$ cat src/sv/hex_char_digit_shifter_assert.svh
// assertion macros for the hex character digit shifter
// needs clk and rst_n in the scope where a macro is used
`ifndef HEX_CHAR_DIGIT_SHIFTER_ASSERT_SVH
`define HEX_CHAR_DIGIT_SHIFTER_ASSERT_SVH

// condition holds in the same cycle
`define HCDS_ASSERT_SAME(label, ante, cons) \
    label: assert property (@(posedge clk) disable iff (!rst_n) (ante) |-> (cons)) \
        else $error("hcds check failed");

// condition holds in the next cycle
`define HCDS_ASSERT_NEXT(label, ante, cons) \
    label: assert property (@(posedge clk) disable iff (!rst_n) (ante) |=> (cons)) \
        else $error("hcds check failed");

`endif

$ cat src/sv/hcds_pkg.sv
// shared types and constants of the hex character digit shifter
// no dependencies
package hcds_pkg;

    localparam int QUEUE_DEPTH = 2;

    localparam logic [7:0] CH_CR = 8'h0D;
    localparam logic [7:0] CH_LF = 8'h0A;
    localparam logic [7:0] CH_LT = 8'h3C;
    localparam logic [7:0] CH_GT = 8'h3E;

    typedef enum logic [1:0] {
        CMD_DIGIT,
        CMD_LEFT,
        CMD_RIGHT,
        CMD_BAD
    } cmd_kind_t;

    typedef struct packed {
        cmd_kind_t  kind;
        logic [3:0] value;
    } cmd_t;

    function automatic logic [7:0] hex_ascii(input logic [3:0] d);
        if (d < 4'd10)
        begin
            return 8'h30 + {4'd0, d};
        end
        return 8'h57 + {4'd0, d};
    endfunction

endpackage

$ cat src/sv/hex_char_digit_shifter.sv
// Hex character digit shifter: each received hex digit character is shifted into a
// register of NUM_DIGITS digits ('<' and '>' pick insert-left or insert-right), and the
// register is then sent back as lower-case hex followed by CR and LF, LF marked last.
// Any other character raises bad_char and gives one status item with tx_valid low.
// A digit item occupies the output for NUM_DIGITS+2 characters (6 at the default), sent
// one character per cycle by the output serializer while out_stall is low; direction
// and unrecognized characters give one status item. Input is taken every cycle while
// the two-entry command queue between the classifier and the serializer has room.
// depends on hcds_pkg, hcds_front, hcds_back and hex_char_digit_shifter_assert.svh
`include "hex_char_digit_shifter_assert.svh"

module hex_char_digit_shifter
    import hcds_pkg::*;
#(
    parameter int NUM_DIGITS = 4
)
(
    input  logic       clk,
    input  logic       rst_n,
    input  logic [7:0] char_in,
    input  logic       in_valid,
    output logic       in_stall,
    output logic [7:0] tx_char,
    output logic       tx_valid,
    output logic       last,
    output logic       bad_char,
    output logic       insert_left,
    output logic       out_valid,
    input  logic       out_stall
);

    logic q_valid;
    cmd_t q_cmd;
    logic q_pop;

    hcds_front u_front (
        .clk      (clk),
        .rst_n    (rst_n),
        .char_in  (char_in),
        .in_valid (in_valid),
        .in_stall (in_stall),
        .q_valid  (q_valid),
        .q_cmd    (q_cmd),
        .q_pop    (q_pop)
    );

    hcds_back #(
        .NUM_DIGITS (NUM_DIGITS)
    ) u_back (
        .clk         (clk),
        .rst_n       (rst_n),
        .q_valid     (q_valid),
        .q_cmd       (q_cmd),
        .q_pop       (q_pop),
        .out_valid   (out_valid),
        .out_stall   (out_stall),
        .tx_char     (tx_char),
        .tx_valid    (tx_valid),
        .last        (last),
        .bad_char    (bad_char),
        .insert_left (insert_left)
    );

    `HCDS_ASSERT_SAME(a_status_single, out_valid && !tx_valid, last)
    `HCDS_ASSERT_SAME(a_digit_no_error, out_valid && tx_valid, !bad_char)
    `HCDS_ASSERT_SAME(a_pop_has_item, q_pop, q_valid)
    `HCDS_ASSERT_SAME(a_end_is_lf, out_valid && tx_valid && last, tx_char == CH_LF)
    `HCDS_ASSERT_NEXT(a_burst_continues, out_valid && !out_stall && tx_valid && !last, out_valid && tx_valid)

endmodule

$ cat src/sv/hcds_front.sv
// front end: classifies received characters and queues them as commands
// depends on hcds_pkg
module hcds_front
    import hcds_pkg::*;
(
    input  logic       clk,
    input  logic       rst_n,
    input  logic [7:0] char_in,
    input  logic       in_valid,
    output logic       in_stall,
    output logic       q_valid,
    output cmd_t       q_cmd,
    input  logic       q_pop
);

    cmd_t       cmd;
    cmd_t       entry_reg [QUEUE_DEPTH];
    logic       wr_ptr_reg;
    logic       wr_ptr_next;
    logic       rd_ptr_reg;
    logic       rd_ptr_next;
    logic [1:0] count_reg;
    logic [1:0] count_next;
    logic       push;

    // character classification
    always_comb
    begin
        cmd.kind  = CMD_BAD;
        cmd.value = 4'd0;
        if (char_in >= 8'h30 && char_in <= 8'h39)
        begin
            cmd.kind  = CMD_DIGIT;
            cmd.value = char_in[3:0];
        end
        else if ((char_in >= 8'h41 && char_in <= 8'h46) ||
                 (char_in >= 8'h61 && char_in <= 8'h66))
        begin
            cmd.kind  = CMD_DIGIT;
            cmd.value = char_in[3:0] + 4'd9;
        end
        else if (char_in == CH_LT)
        begin
            cmd.kind = CMD_LEFT;
        end
        else if (char_in == CH_GT)
        begin
            cmd.kind = CMD_RIGHT;
        end
    end

    assign in_stall = (count_reg == 2'(QUEUE_DEPTH));
    assign push     = in_valid && !in_stall;
    assign q_valid  = (count_reg != 2'd0);
    assign q_cmd    = entry_reg[rd_ptr_reg];

    always_comb
    begin
        wr_ptr_next = push  ? !wr_ptr_reg : wr_ptr_reg;
        rd_ptr_next = q_pop ? !rd_ptr_reg : rd_ptr_reg;
        count_next  = count_reg + {1'b0, push} - {1'b0, q_pop};
    end

    always_ff @(posedge clk or negedge rst_n)
    begin
        if (!rst_n)
        begin
            wr_ptr_reg <= 1'b0;
            rd_ptr_reg <= 1'b0;
            count_reg  <= 2'd0;
        end
        else
        begin
            wr_ptr_reg <= wr_ptr_next;
            rd_ptr_reg <= rd_ptr_next;
            count_reg  <= count_next;
        end
    end

    always_ff @(posedge clk)
    begin
        if (push)
        begin
            entry_reg[wr_ptr_reg] <= cmd;
        end
    end

endmodule

$ cat src/sv/hcds_back.sv
// back end: executes queued commands, holds the digit register and status,
// and serializes the transmit characters; depends on hcds_pkg
module hcds_back
    import hcds_pkg::*;
#(
    parameter int NUM_DIGITS = 4
)
(
    input  logic       clk,
    input  logic       rst_n,
    input  logic       q_valid,
    input  cmd_t       q_cmd,
    output logic       q_pop,
    output logic       out_valid,
    input  logic       out_stall,
    output logic [7:0] tx_char,
    output logic       tx_valid,
    output logic       last,
    output logic       bad_char,
    output logic       insert_left
);

    localparam int IW = $clog2(NUM_DIGITS + 2);
    localparam int DW = $clog2(NUM_DIGITS);

    logic [3:0]    store_reg  [NUM_DIGITS];
    logic [3:0]    store_next [NUM_DIGITS];
    logic [3:0]    shifted    [NUM_DIGITS];
    logic          dir_reg;
    logic          dir_next;
    logic          err_reg;
    logic          err_next;
    logic          busy_reg;
    logic          busy_next;
    logic [IW-1:0] idx_reg;
    logic [IW-1:0] idx_next;
    logic          out_valid_reg;
    logic          out_valid_next;
    logic [7:0]    char_reg;
    logic [7:0]    char_next;
    logic          txv_reg;
    logic          txv_next;
    logic          last_reg;
    logic          last_next;
    logic          load;

    // digit register after shifting in the queued digit
    always_comb
    begin
        for (int i = 0; i < NUM_DIGITS; i++)
        begin
            if (dir_reg)
            begin
                shifted[i] = (i == NUM_DIGITS - 1) ? q_cmd.value : store_reg[(i + 1) % NUM_DIGITS];
            end
            else
            begin
                shifted[i] = (i == 0) ? q_cmd.value : store_reg[(i + NUM_DIGITS - 1) % NUM_DIGITS];
            end
        end
    end

    assign load  = !out_valid_reg || !out_stall;
    assign q_pop = load && !busy_reg && q_valid;

    always_comb
    begin
        store_next     = store_reg;
        dir_next       = dir_reg;
        err_next       = err_reg;
        busy_next      = busy_reg;
        idx_next       = idx_reg;
        out_valid_next = out_valid_reg;
        char_next      = char_reg;
        txv_next       = txv_reg;
        last_next      = last_reg;
        if (load)
        begin
            if (busy_reg)
            begin
                out_valid_next = 1'b1;
                txv_next       = 1'b1;
                last_next      = 1'b0;
                idx_next       = idx_reg + IW'(1);
                if (idx_reg < IW'(NUM_DIGITS))
                begin
                    char_next = hex_ascii(store_reg[idx_reg[DW-1:0]]);
                end
                else if (idx_reg == IW'(NUM_DIGITS))
                begin
                    char_next = CH_CR;
                end
                else
                begin
                    char_next = CH_LF;
                    last_next = 1'b1;
                    busy_next = 1'b0;
                end
            end
            else if (q_valid)
            begin
                out_valid_next = 1'b1;
                char_next      = 8'd0;
                txv_next       = 1'b0;
                last_next      = 1'b1;
                case (q_cmd.kind)
                    CMD_DIGIT:
                    begin
                        store_next = shifted;
                        err_next   = 1'b0;
                        char_next  = hex_ascii(shifted[0]);
                        txv_next   = 1'b1;
                        last_next  = 1'b0;
                        busy_next  = 1'b1;
                        idx_next   = IW'(1);
                    end
                    CMD_LEFT:
                    begin
                        dir_next = 1'b1;
                        err_next = 1'b0;
                    end
                    CMD_RIGHT:
                    begin
                        dir_next = 1'b0;
                        err_next = 1'b0;
                    end
                    default:
                    begin
                        err_next = 1'b1;
                    end
                endcase
            end
            else
            begin
                out_valid_next = 1'b0;
            end
        end
    end

    always_ff @(posedge clk or negedge rst_n)
    begin
        if (!rst_n)
        begin
            for (int i = 0; i < NUM_DIGITS; i++)
            begin
                store_reg[i] <= 4'd0;
            end
            dir_reg       <= 1'b0;
            err_reg       <= 1'b0;
            busy_reg      <= 1'b0;
            idx_reg       <= '0;
            out_valid_reg <= 1'b0;
        end
        else
        begin
            store_reg     <= store_next;
            dir_reg       <= dir_next;
            err_reg       <= err_next;
            busy_reg      <= busy_next;
            idx_reg       <= idx_next;
            out_valid_reg <= out_valid_next;
        end
    end

    always_ff @(posedge clk)
    begin
        char_reg <= char_next;
        txv_reg  <= txv_next;
        last_reg <= last_next;
    end

    assign out_valid   = out_valid_reg;
    assign tx_char     = char_reg;
    assign tx_valid    = txv_reg;
    assign last        = last_reg;
    assign bad_char    = err_reg;
    assign insert_left = dir_reg;

endmodule
$ cat config.mk
export PLATFORM = sky130hd
export DESIGN_NAME = hex_char_digit_shifter
export DESIGN_NICKNAME = d
export VERILOG_FILES = /design/src/sv/hcds_pkg.sv /design/src/sv/hex_char_digit_shifter.sv /design/src/sv/hcds_front.sv /design/src/sv/hcds_back.sv
export VERILOG_INCLUDE_DIRS = /design/src /design/src/sv
export SDC_FILE = /design/constraint.sdc
export NUM_CORES = 1
export LEC_CHECK = 0
export ABC_AREA = 1
export BUFFER_PORTS_ARGS = -buffer_cell sky130_fd_sc_hd__clkbuf_2
export CAP_MARGIN = 30
export CORE_ASPECT_RATIO = 0.75
export CORE_UTILIZATION = 30
export DETAILED_ROUTE_END_ITERATION = 12
export PLACE_DENSITY = 0.44
export SYNTH_ARGS = -nofsm -noshare
export SYNTH_HDL_FRONTEND = slang
export SYNTH_HIERARCHICAL = 1
export SYNTH_SLANG_ARGS = --single-unit
$ cat constraint.sdc
create_clock -name clk -period 2.3 [get_ports clk]
set_input_delay 0.115 -clock clk [delete_from_list [all_inputs] [get_ports clk]]
set_output_delay 0.115 -clock clk [all_outputs]
set_load 0.02 [all_outputs]
==> results.tsv <==
metric	value	unit
status	finished, final reports clean	
grt_pass1_vias	2036	
area_growth	15.0	%
coreArea	0.00905	mm^2
ir_drop	0.533	mV
final_common_cell	nand2_1	
postSynthCellCount	308	
crit_type	register to register	
async_reset_ff_share	56.3	%
clkLatencyLatePin	0.30	ns
synth_seq_cells	48	
grt_max_degree	28	
nets	362	
cp_max_fo	26	
cp.arrival	2.25	ns
p_leak	1.46	nW
die_area	0.00968	mm^2
synthesis.area	0.00279	mm^2
synth.largest_area_cell	dfrtp_1	
finalWorstPathRequiredPeriod	2.03	ns
fmax	0.491	GHz
worstMarginPinSlew	0.748	ns
fin_skew	0.00467	ns
cts-resized-gates	0	
wl_per_cell	12.8	um
slew_headroom	50.1	%
cts_tree	done	
setup_viol	0	
fp-row-count	30	
drc	0	
ant_nets	0	
pin_count	26	
grt-ovfl-total	0	
synth_area_leaders	dfrtp_1, edfxtp_1, nand2_1	
cap_violations	0	
gp_congestion	0.845	
grt_usage	14.0	%
reg2reg_depth	10	
maxSlewViolCount	0	
ff2ff_setup_slack	0.27	ns
hold_viol_final	0	
drt-initial-drc-count	96	
holdWs	0.114	ns
htree_levels	2	
grt_pass1_wl	10300	um
worstReg2RegStart	u_front/rd_ptr_reg$_DFFE_PN0P_	
yosys_warnings	6	
critPathLaunch	u_front/rd_ptr_reg$_DFFE_PN0P_	
start_kind	register	
path_clk_slew	0.07	ns
numPortBuffers	24	
final_cell_mix	nand2_1, inv_1, dfrtp_1	
diodes	0	
syn_nets	333	
r2r-end	u_back/store_reg[2]$_DFFE_PN0P_	
crit_required	2.52	ns
routed-via-count	2096	
cp-endpoint	u_back/store_reg[2]$_DFFE_PN0P_	
drive_gt1_share	23.4	%
synth_edf_count	21	
die_w	113	um
clock-root-buffer	clkbuf_16	
cts_buffers	5	
clockBufferDepth	2	
cts_sinks	48	
rsz0062_at_grt	false	
largest_reg_flops	16	
die_y	85.4	um
hold_class	primary input to register	
cp-end-kind	register	
place_hpwl	4450	um
yosysTopAreaCellShare	24.3	%
layout_worst_path_cycle_share	88.5	%
first_pass_iters	4	
start_util	30.8	%
antenna_found_initial	0	
drt-vias-per-instance	4.50	
nFillCells	957	
power_density	1400	mW/mm^2
ys_types	34	
synth_ff_type	dfrtp_1	
finalWirelength	5980	um
avgSynthCellArea	9.04	um^2
tns	0	ns
postCtsSetupBuffers	0	
yosysSeqAreaShare	46.9	%
power breakdown:
group	internal (mW)	switching [mW]
registers	1.32	0.308
clock network	0.405	0.341
logic	0.767	1.36
critical path: stages (launching register included):
cell,delay [ns]
dfrtp_1,0.51
mux2_2,0.39
inv_1,0.09
ha_1,0.15
inv_1,0.08
nor2_4,0.17
inv_2,0.09
nor2_4,0.11
buf_12,0.17
o211ai_1,0.11
o21ai_0,0.09
layer usage:
| layer | GRT usage, % | vias up | part of all wire (%) |
|---|---|---|---|
| met2 | 19.6 | 36 | 39 |
| met4 | 4.67 | 0 | 1.2 |
| met5 | 0 | - | 0 |
| met3 | 3.21 | 8 | 3.8 |
| li1 | - | 1079 | - |
| met1 | 20.9 | 973 | 55 |
metrics by stage:
step	total power, mW	worst slack, ns	cell area, um^2	util [%]	cells
floorplan	3.24	0.454	2790	-	308
global placement	3.78	0.306	3040	33.6	457
detailed placement	3.79	0.268	3040	33.6	457
CTS	4.56	0.252	3200	35.4	466
global route	4.92	0.0785	3200	35.4	466
finish	4.50	0.265	3200	35.4	466
layout make-up:
cell class / instances / area [um^2] / share of cell area [%]
inverters: 39 / 149 / 4.65
flip-flops and latches: 48 / 1310 / 40.8
multi-input cells: 213 / 1260 / 39.3
repair buffers: 30 / 180 / 5.63
well taps: 128 / 160 / 5.00
clock buffers: 5 / 125 / 3.91
clock inverters: 3 / 23.8 / 0.742
how the worst min path moves through the flow:
stage / end / cells past startpoint / from
2_1_floorplan: u_back/bad_char$_DFFE_PN0P_ / 0 / rst_n
3_3_place_gp: u_back/store_reg[1]$_DFFE_PN0P_ / 1 / rst_n
3_5_place_dp: u_back/store_reg[1]$_DFFE_PN0P_ / 1 / rst_n
4_1_cts: u_front/wr_ptr_reg$_DFFE_PN0P_ / 3 / in_valid
5_1_grt: u_front/wr_ptr_reg$_DFFE_PN0P_ / 3 / in_valid
6_report: u_front/wr_ptr_reg$_DFFE_PN0P_ / 3 / in_valid
kinds of logic (layout without fill, tap and decap cells):
logic type	count (synthesis)	count (layout)	share of synthesized area (%)
xor gates and xnor gates	4	4	1.26
adders and majority gates	13	13	5.84
other	1	1	0.135
muxes	7	7	2.83
DFF	48	48	46.9
buffers and inverters	47	77	7.95
AOI/OAI and AO/OA	54	54	12.1
and+or+nand+nor	134	134	23.0
synthesized netlist by cell type, types with 6 or more instances:
cell type / number
a21oi_1: 8
dfrtp_1: 27
edfxtp_1: 21
ha_1: 13
inv_1: 32
inv_2: 6
mux2_2: 7
nand2_1: 72
nand2_2: 9
nand3_1: 15
nor2_1: 19
o211ai_1: 11
o21ai_0: 17
o21ai_1: 9
timing repair:
item,CTS,global route
hold buffers,1,0
setup endpoints to repair,0,0
hold endpoints to repair,27,0
Power figures use the tool's default switching activity.
